===== src/hw/rtl/latency_statistics_monitor_top_defines.svh =====
// Assertion helpers, sampled on clk, disabled during rst.
`ifndef LATENCY_STATISTICS_MONITOR_TOP_DEFINES_SVH
`define LATENCY_STATISTICS_MONITOR_TOP_DEFINES_SVH

// same-cycle implication
`define LSM_ASSERT_NOW(label, ante, cons, msg) \
  label: assert property (@(posedge clk) disable iff (rst) (ante) |-> (cons)) else $error(msg);

// next-cycle implication
`define LSM_ASSERT_NXT(label, ante, cons, msg) \
  label: assert property (@(posedge clk) disable iff (rst) (ante) |=> (cons)) else $error(msg);

`endif


===== src/hw/rtl/lsm_pkg.sv =====
`timescale 1ns / 1ps

package lsm_pkg;

  localparam int unsigned TimeW     = 32;
  localparam int unsigned SumW      = 64;
  localparam int unsigned CpuW      = 10;
  localparam int unsigned DeadW     = 16;
  localparam int unsigned CfgIdxW   = 2;
  localparam int unsigned CfgDataW  = 16;
  localparam int unsigned ProdW     = CpuW + DeadW + 1;

  localparam logic [CpuW-1:0]  CpuReset      = CpuW'(240);
  localparam logic [DeadW-1:0] DeadlineReset = DeadW'(100);
  localparam logic [TimeW-1:0] Max32         = '1;

  typedef enum logic [CfgIdxW-1:0] {
    REG_CYCLES_PER_US = 2'd0,
    REG_DEADLINE_US   = 2'd1
  } cfg_reg_t;

  typedef enum logic [2:0] {
    ST_IDLE,
    ST_UPDATE,
    ST_CHECK,
    ST_DIVIDE,
    ST_WRITE
  } state_t;

  typedef struct packed {
    logic [TimeW-1:0] event_time;
    logic [TimeW-1:0] service_time;
    logic             clear_stats;
  } in_word_t;

  typedef struct packed {
    logic [TimeW-1:0] sample_count;
    logic [TimeW-1:0] latency_last;
    logic [TimeW-1:0] latency_mean;
    logic [TimeW-1:0] latency_max;
    logic [TimeW-1:0] latency_min;
    logic [TimeW-1:0] miss_count;
  } out_word_t;

  typedef struct packed {
    logic busy;
    logic done;
  } div_stat_t;

endpackage


===== src/hw/rtl/lsm_div.sv =====
`timescale 1ns / 1ps
`include "latency_statistics_monitor_top_defines.svh"

// Restoring radix-2 divider, one quotient bit per cycle, low 32 quotient bits kept.
module lsm_div
  import lsm_pkg::*;
(
  input  logic             clk,
  input  logic             rst,
  input  logic             start,
  input  logic [SumW-1:0]  dividend,
  input  logic [TimeW-1:0] divisor,
  output div_stat_t        stat,
  output logic [TimeW-1:0] quotient
);

  localparam int unsigned Steps = SumW;
  localparam int unsigned CntW  = $clog2(Steps + 1);

  logic             busy;
  logic             done;
  logic [CntW-1:0]  cnt;
  logic [SumW-1:0]  dvd;
  logic [TimeW-1:0] dsr;
  logic [TimeW-1:0] rem;
  logic [TimeW-1:0] quo;

  logic [TimeW:0]   trial;
  logic [TimeW:0]   diff;
  logic             ge;

  assign trial = {rem, dvd[SumW-1]};
  assign diff  = trial - {1'b0, dsr};
  assign ge    = (trial >= {1'b0, dsr});

  always_ff @(posedge clk) begin
    if (rst) begin
      busy <= 1'b0;
      done <= 1'b0;
      cnt  <= '0;
    end else begin
      done <= 1'b0;
      if (start && !busy) begin
        busy <= 1'b1;
        cnt  <= CntW'(Steps);
      end else if (busy) begin
        cnt <= cnt - CntW'(1);
        if (cnt == CntW'(1)) begin
          busy <= 1'b0;
          done <= 1'b1;
        end
      end
    end
  end

  always_ff @(posedge clk) begin
    if (start && !busy) begin
      dvd <= dividend;
      dsr <= divisor;
      rem <= '0;
      quo <= '0;
    end else if (busy) begin
      dvd <= {dvd[SumW-2:0], 1'b0};
      rem <= ge ? diff[TimeW-1:0] : trial[TimeW-1:0];
      quo <= {quo[TimeW-2:0], ge};
    end
  end

  assign stat.busy = busy;
  assign stat.done = done;
  assign quotient  = quo;

  `LSM_ASSERT_NXT(a_start_busy, start && !busy, busy, "divider did not start")
  `LSM_ASSERT_NOW(a_done_idle, done, !busy, "divider done while busy")
  `LSM_ASSERT_NOW(a_fell_done, $fell(busy), done, "divider stopped without done")

endmodule


===== src/hw/rtl/latency_statistics_monitor_top.sv =====
// Order of work per word: input accept, update, deadline check, 64-step radix-2
//   mean division, output load; the output load waits while out_stall holds a result.
// A new word is accepted only in idle, after the last one has left the bit-serial divider;
//   the next word is accepted while a result still waits in the output register.
// Reset: statistics cleared (min all ones), cycles_per_us = 240, deadline_us = 100,
//   no result pending.
`timescale 1ns / 1ps
`include "latency_statistics_monitor_top_defines.svh"

module latency_statistics_monitor_top
  import lsm_pkg::*;
(
  input  logic                clk,
  input  logic                rst,
  input  logic                in_valid,
  output logic                in_stall,
  input  in_word_t            in_word,
  output logic                out_valid,
  input  logic                out_stall,
  output out_word_t           out_word,
  input  logic                cfg_write,
  input  logic [CfgIdxW-1:0]  cfg_index,
  input  logic [CfgDataW-1:0] cfg_data
);

  state_t state;
  state_t state_next;

  logic [CpuW-1:0]  cpu_reg;
  logic [DeadW-1:0] deadline_reg;

  logic [TimeW-1:0] lat_reg;
  logic             clr_reg;
  logic [TimeW-1:0] count_reg;
  logic [SumW-1:0]  sum_reg;
  logic [TimeW-1:0] mean_reg;
  logic [TimeW-1:0] max_reg;
  logic [TimeW-1:0] min_reg;
  logic [TimeW-1:0] miss_reg;
  logic [ProdW-1:0] limit_reg;

  logic             in_acc;
  logic             out_free;
  logic             div_start;
  div_stat_t        div_stat;
  logic [TimeW-1:0] div_quo;

  logic [TimeW-1:0] count_base;
  logic [SumW-1:0]  sum_base;
  logic [TimeW-1:0] max_base;
  logic [TimeW-1:0] min_base;
  logic [SumW:0]    sum_add;
  logic [CpuW-1:0]  cpu_eff;
  logic [DeadW:0]   dead_p1;

  assign in_acc   = in_valid && !in_stall;
  assign out_free = !out_valid || !out_stall;

  // next state
  always_comb begin
    state_next = state;
    unique case (state)
      ST_IDLE:   if (in_acc) state_next = ST_UPDATE;
      ST_UPDATE: state_next = ST_CHECK;
      ST_CHECK:  state_next = ST_DIVIDE;
      ST_DIVIDE: if (div_stat.done) state_next = ST_WRITE;
      ST_WRITE:  if (out_free) state_next = ST_IDLE;
      default:   state_next = ST_IDLE;
    endcase
  end

  // state outputs
  always_comb begin
    in_stall  = 1'b1;
    div_start = 1'b0;
    unique case (state)
      ST_IDLE:  in_stall = 1'b0;
      ST_CHECK: div_start = 1'b1;
      default: begin
        in_stall  = 1'b1;
        div_start = 1'b0;
      end
    endcase
  end

  always_ff @(posedge clk) begin
    if (rst) begin
      state <= ST_IDLE;
    end else begin
      state <= state_next;
    end
  end

  always_ff @(posedge clk) begin
    if (rst) begin
      cpu_reg      <= CpuReset;
      deadline_reg <= DeadlineReset;
    end else if (cfg_write) begin
      if (cfg_index == REG_CYCLES_PER_US) begin
        cpu_reg <= cfg_data[CpuW-1:0];
      end else if (cfg_index == REG_DEADLINE_US) begin
        deadline_reg <= cfg_data[DeadW-1:0];
      end
    end
  end

  // clear applies before the sample is accounted
  assign count_base = clr_reg ? '0 : count_reg;
  assign sum_base   = clr_reg ? '0 : sum_reg;
  assign max_base   = clr_reg ? '0 : max_reg;
  assign min_base   = clr_reg ? Max32 : min_reg;
  assign sum_add    = {1'b0, sum_base} + {{(SumW - TimeW + 1){1'b0}}, lat_reg};
  assign cpu_eff    = (cpu_reg == '0) ? CpuW'(1) : cpu_reg;
  assign dead_p1    = {1'b0, deadline_reg} + (DeadW + 1)'(1);

  always_ff @(posedge clk) begin
    if (in_acc) begin
      lat_reg <= in_word.service_time - in_word.event_time;
      clr_reg <= in_word.clear_stats;
    end
  end

  always_ff @(posedge clk) begin
    if (rst) begin
      count_reg <= '0;
      sum_reg   <= '0;
      mean_reg  <= '0;
      max_reg   <= '0;
      min_reg   <= Max32;
      miss_reg  <= '0;
    end else begin
      unique case (state)
        ST_UPDATE: begin
          count_reg <= (count_base == Max32) ? Max32 : count_base + TimeW'(1);
          sum_reg   <= sum_add[SumW] ? {SumW{1'b1}} : sum_add[SumW-1:0];
          max_reg   <= (lat_reg > max_base) ? lat_reg : max_base;
          min_reg   <= (lat_reg < min_base) ? lat_reg : min_base;
          if (clr_reg) begin
            miss_reg <= '0;
          end
        end
        // floor(lat / d) > deadline  <=>  lat >= (deadline + 1) * d
        ST_CHECK: begin
          if (lat_reg >= {{(TimeW - ProdW){1'b0}}, limit_reg}) begin
            miss_reg <= miss_reg + TimeW'(1);
          end
        end
        ST_DIVIDE: begin
          if (div_stat.done) begin
            mean_reg <= div_quo;
          end
        end
        default: begin
          mean_reg <= mean_reg;
        end
      endcase
    end
  end

  always_ff @(posedge clk) begin
    if (state == ST_UPDATE) begin
      limit_reg <= dead_p1 * cpu_eff;
    end
  end

  lsm_div u_div (
    .clk      (clk),
    .rst      (rst),
    .start    (div_start),
    .dividend (sum_reg),
    .divisor  (count_reg),
    .stat     (div_stat),
    .quotient (div_quo)
  );

  always_ff @(posedge clk) begin
    if (rst) begin
      out_valid <= 1'b0;
    end else if (state == ST_WRITE && out_free) begin
      out_valid <= 1'b1;
    end else if (!out_stall) begin
      out_valid <= 1'b0;
    end
  end

  always_ff @(posedge clk) begin
    if (state == ST_WRITE && out_free) begin
      out_word.sample_count <= count_reg;
      out_word.latency_last <= lat_reg;
      out_word.latency_mean <= mean_reg;
      out_word.latency_max  <= max_reg;
      out_word.latency_min  <= min_reg;
      out_word.miss_count   <= miss_reg;
    end
  end

  `LSM_ASSERT_NXT(a_acc_update, in_acc, state == ST_UPDATE, "accept did not start update")
  `LSM_ASSERT_NOW(a_done_divide, div_stat.done, state == ST_DIVIDE, "divider done outside divide")
  `LSM_ASSERT_NXT(a_write_load, state == ST_WRITE && out_free, out_valid, "result not loaded")
  `LSM_ASSERT_NOW(a_min_max, $rose(out_valid),
    out_word.latency_min <= out_word.latency_max && out_word.sample_count != '0,
    "result statistics inconsistent")

endmodule

===== config.mk =====
export PLATFORM = sky130hd
export DESIGN_NAME = latency_statistics_monitor_top
export DESIGN_NICKNAME = d
export VERILOG_FILES = /design/src/hw/rtl/lsm_pkg.sv /design/src/hw/rtl/lsm_div.sv /design/src/hw/rtl/latency_statistics_monitor_top.sv
export VERILOG_INCLUDE_DIRS = /design/src /design/src/hw/rtl
export SDC_FILE = /design/constraint.sdc
export NUM_CORES = 2
export LEC_CHECK = 0
export ABC_AREA = 1
export BUFFER_PORTS_ARGS = -buffer_cell sky130_fd_sc_hd__buf_2
export CORE_MARGIN = 4
export CORE_UTILIZATION = 55
export CTS_CLUSTER_DIAMETER = 200
export CTS_CLUSTER_SIZE = 25
export DETAILED_ROUTE_END_ITERATION = 16
export PLACE_DENSITY = 0.85
export SETUP_SLACK_MARGIN = 0.05
export SKIP_LAST_GASP = 1
export SLEW_MARGIN = 25
export SYNTH_ARGS = -nofsm -noshare
export SYNTH_HDL_FRONTEND = slang
export SYNTH_SLANG_ARGS = --single-unit

===== constraint.sdc =====
create_clock -name clk -period 27.6 [get_ports clk]
set_input_delay 2.76 -clock clk [delete_from_list [all_inputs] [get_ports clk]]
set_output_delay 2.76 -clock clk [all_outputs]
set_load 0.02 [all_outputs]

# Word level (Yosys, flattened, before mapping)
# Cells that the tools add are included.
# totals
register_bits	675
output_inout_bits	194
# op_classes
addsub	7
n_mul	1
reduce_logical	19
bitwise	2
muxes	29
n_lt_le_gt_ge	4
n_eq_ne	13
# op_table
operator	count
$mux W32	9
$mux W64	4
$add A64 B32 Y65	1
$add A32 B1 Y32 const B	2
$pmux W32 S2	1
$sub A32 B32 Y32	2
$ge A33 B32 Y1	1
$eq A32 B32 Y1 const B	1
$ge A32 B27 Y1	1
$gt A32 B32 Y1	1
$lt A32 B32 Y1	1
$mul A17 B10 Y27	1
$add A16 B1 Y17 const B	1
$pmux W3 S5	1
$mux W7	2
$logic_not A10 Y1	1
$mux W10	1
$mux W3	3
$reduce_and A3 Y1	3
$mux W1	8
$ne A2 B2 Y1 const B	4
$eq A7 B1 Y1 const B	1
$sub A7 B1 Y7 const B	1
$eq A3 B2 Y1 const B	2
14 further kinds	22

# Logic depth before layout (Yosys ltp)
# depth
ltp_word	4
depth_mapped	31
ltp_nobuf	30

# Modules after synthesis
# Synthesis repeated with hierarchy kept, for this count alone.
# hier_totals
cells_unflattened	5541
area_unflattened_um2	42741.0
# by_module_without_submodules
module	area_per_inst_um2	n_inst	cells_per_inst	seq_area_each_um2
latency_statistics_monitor_top	33488.4	1	4300	12652.1
lsm_div	9252.6	1	1241	4344.2

# Worst setup path before layout
# Ideal clock, no wire load.
# synth_timing
path_type	input to register
startpoint	input out_stall
endpoint	register out_word[0] in the netlist's numbering (enable)
required_time_ns	26.853
arrival_time_ns	10.801
setup_slack_ns	16.053
setup_time_ns	0.747
stages	3
cell_sequence	nand2_1 -> inv_1 -> nor2_1
# synth_via
elab_chain_cells	3
# synth_rtl
element	line	rtl
from (decl)	latency_statistics_monitor_top.sv:19	input logic out_stall,
$logic_not A1 Y1	-	
$logic_or A1 B1 Y1	latency_statistics_monitor_top.sv:57	assign out_free = !out_valid || !out_stall;
$logic_and A1 B1 Y1	latency_statistics_monitor_top.sv:187	if (state == ST_WRITE && out_free) begin
to (decl)	latency_statistics_monitor_top.sv:20	output out_word_t out_word,
# Every way passes these cells.
# A chain may end at the register's enable or synchronous reset.

# Worst setup path after layout
# layout_timing
startpoint	register deadline_reg[0]
endpoint	register limit_reg[26] (data pin)
# layout_via
elab_chain_cells	2
# layout_rtl
element	line	rtl
from (decl)	latency_statistics_monitor_top.sv:30	logic [DeadW-1:0] deadline_reg;
from (signal assigned)	latency_statistics_monitor_top.sv:97	deadline_reg <= DeadlineReset;
from (signal assigned)	latency_statistics_monitor_top.sv:102	deadline_reg <= cfg_data[DeadW-1:0];
$add A16 B1 Y17	latency_statistics_monitor_top.sv:114	assign dead_p1 = {1'b0, deadline_reg} + (DeadW + 1)'(1);
$mul A17 B10 Y27	latency_statistics_monitor_top.sv:162	limit_reg <= dead_p1 * cpu_eff;
to (signal assigned)	latency_statistics_monitor_top.sv:162	
to (decl)	latency_statistics_monitor_top.sv:40	logic [ProdW-1:0] limit_reg;
# Every way passes these cells.

==> impl_metrics.ini <==
[outcome]
status = completed

[worst_setup_path]
path_max_fanout = 10
start_kind = register
slowest_stage = xor2_1
worst_ep_required_time_ps = 27990
path_class = reg2reg
endpoint_kind = register
worst_path_largest_cell_delay_ps = 580
critPathArrivalTime_ps = 7050
crit_top_cell = inv_1

[power_and_ir_drop]
vdd_drop_max_mv = 0.0491
finalPower_mw = 2.55
internal_power_component_mw = 1.64
p_leak_nw = 20.0
power.share.switching = 0.356
power.share.combinational = 0.309
share_seq_of_total_power = 0.487
power_density_nw_per_um2 = 56.8
clock_power_share = 0.204
net-switching-power_mw = 0.907

[grt]
number_of_global_route_vias_before_repair = 34500
grt_antenna_before_repair = 1
globalRouteOverflowTotal = 0
grt_pass1_wl_um = 181000
track_usage = 0.273
grt_max_degree = 130

[timing]
final_worst_clock_skew_ps = 46.1
fin_crit_ps = 6660
worstMarginPinSlew_ps = 1050
worst_slack_on_hold_paths_ps = 438
worst_max_slew_margin_expressed_relative_to_the_limit = 0.301
number_of_endpoints_with_negative_hold_slack_in_the_final_report = 0
final_max_slew_viol_count = 0
setup-tns-final_ps = 0
layout_worst_path_cycle_share = 0.241
max_clock_freq_ghz = 0.150
report.final.setup_viol = 0
rsz0062_at_grt = false

[place]
port_buffers = 281
place.gp.congestion = 0.974
dp.final_hpwl_um = 84300

[routing]
detail_route.first_pass.iterations = 7
aggregate_routed_wire_length_um = 114000
route.detailed.drc = 0
final_antenna_net_count = 0
drt_iter0_markers = 3066
via_count = 36300
routed_via_density = 5.61
post_drt_wl_per_cell_um = 17.6

[clocking]
root_buffer = clkbuf_16
tritoncts.num_buffers = 30
clk_path_buf_depth = 3
cts_repair_resize_count = 0
cts_hold_buf = 0
cts_post_setup_buffers_inserted = 0
cts-htree-levels = 1
path_clk_slew_ps = 120
tritoncts_clock_tree = yes
clkLatencyLatePin_ps = 650
cts.sinks = 675

[finish]
n_fill_cell = 6708
syn2layout_area_growth_pct = 7.23
largest_register_ff_count = 192
num-nets-final = 5934
layout_common_cells = nand2_1 (1220), inv_1 (717), nor2_1 (606), nand3_1 (392), edfxtp_1 (348)
area_occupied_by_multi_input_gates_sq_um = 21300
antenna_cells_inserted = 0
post_route_cells_drive_above_1_share = 0.0720
area.sequential_sq_um = 17000
leading_cell_type_in_the_layout_fill_and_taps_excluded = nand2_1

[yosys]
post_synth_inst_count = 5311
synth.avg_cell_area_sq_um = 7.87
ys_warn_count = 0
synth.net_count = 5772
netlist_area_sq_um = 41800
synth_top_flop_cell = edfxtp_1
count_of_flip_flops_with_a_built_in_enable_after_synthesis = 348
asyncSetResetFlopFracSynth = 0
synth-seq-area-share = 0.407
synth.ff_latch_count = 675
yosysUniqueCellTypes = 55

[floorplanning]
floorplan.rows = 100
start_util = 0.558
core_area_sq_um = 74800
io-pin-count = 282
dieWidth_um = 284
dieArea_sq_um = 80400
die_h_um = 284

[run]
maxCapViolations = 0

[hold_path]
min_path_type = reg2reg
critical path: cells and delay by family, from the launching register on:
kind | cells | cell delay [ps]
AOI/OAI and AO/OA | 2 | 370
xor gates and xnor gates | 2 | 720
buffers and inverters | 8 | 820
and+or+nand+nor | 10 | 1270
DFF | 1 | 500
adders and majority gates | 6 | 2760
cell usage after synthesis (3+ instances only):
master	number	area share
a21oi_1	346	0.041
or2_1	4	0.00060
nor2_1	610	0.055
nand4_1	42	0.0063
nand3_1	392	0.047
nor3_1	73	0.0087
xnor2_1	59	0.012
a21boi_0	5	0.00090
buf_6	10	0.0027
buf_2	17	0.0020
nand3b_1	24	0.0043
nand2_1	1223	0.11
a41oi_1	6	0.0013
ha_1	252	0.075
o21bai_1	19	0.0034
or2_2	6	0.00090
fa_1	121	0.058
xor2_1	85	0.018
nor2_2	6	0.00090
edfxtp_1	348	0.25
inv_1	720	0.065
a21o_1	9	0.0016
a22oi_1	32	0.0058
o21a_1	10	0.0018
a211oi_1	3	0.00054
clkbuf_1	139	0.012
nor3_2	3	0.00072
inv_2	5	0.00045
o21ai_1	18	0.0022
nor2_4	7	0.0019
dfxtp_1	327	0.16
o211ai_1	15	0.0027
a31oi_1	43	0.0064
nand2_2	5	0.00075
o2111ai_1	3	0.00063
buf_1	10	0.00090
o21ai_0	281	0.034
nor4_1	10	0.0015
area by class of cell:
class,instances,share of cell area
Timing Repair Buffer,308,0.0370
Inverter,726,0.0610
Clock buffer,55,0.0189
Tap cell,969,0.0271
Multi-Input combinational cell,3732,0.476
Clock inverter,1,0.000363
Sequential cell,675,0.379
routing by layer:
metal | up-vias | routed length [um] | GRT usage
met5 | - | 16 | 0
met4 | 2 | 4540 | 0.0973
met3 | 252 | 7720 | 0.0303
met2 | 1429 | 56000 | 0.484
met1 | 16900 | 45700 | 0.347
li1 | 17700 | - | -
through the flow:
stage,setup slack [ps],cells,util,instance area [sq um]
after CTS,20920,6465,0.598,44800
after floorplan,16050,5311,-,41800
after detailed placement,20930,6409,0.587,43900
after global routing,20310,6466,0.599,44800
after global placement,21040,6408,0.586,43900
final,20940,6466,0.599,44800
logic make-up after synthesis:
logic type	count (synthesis)	synth area share
adders and majority gates	373	0.133
xor gates and xnor gates	144	0.0302
and+or+nand+nor	2420	0.242
buffers and inverters	904	0.0838
AOI/OAI and AO/OA	795	0.103
DFF	675	0.407
power groups by stage:
stage	Combinational (mW)	Clock, mW	Sequential, mW
after floorplan	0.596	0	1.22
after global placement	0.760	0	1.26
after detailed placement	0.779	0	1.26
after CTS	0.786	0.530	1.24
after global routing	0.900	0.566	1.24
final	0.788	0.519	1.24
path summary, 6_finish.rpt:
path | startpoint | endpoint | slack (ps) | cells after the start
max | deadline_reg[0] | limit_reg[26] | 20940 | 28
min | mean_reg[23] | out_word[119] | 440 | 0
min reg2reg | mean_reg[23] | out_word[119] | 440 | 0
max reg2reg | deadline_reg[0] | limit_reg[26] | 20940 | 28
Power figures use the tool's default switching activity.
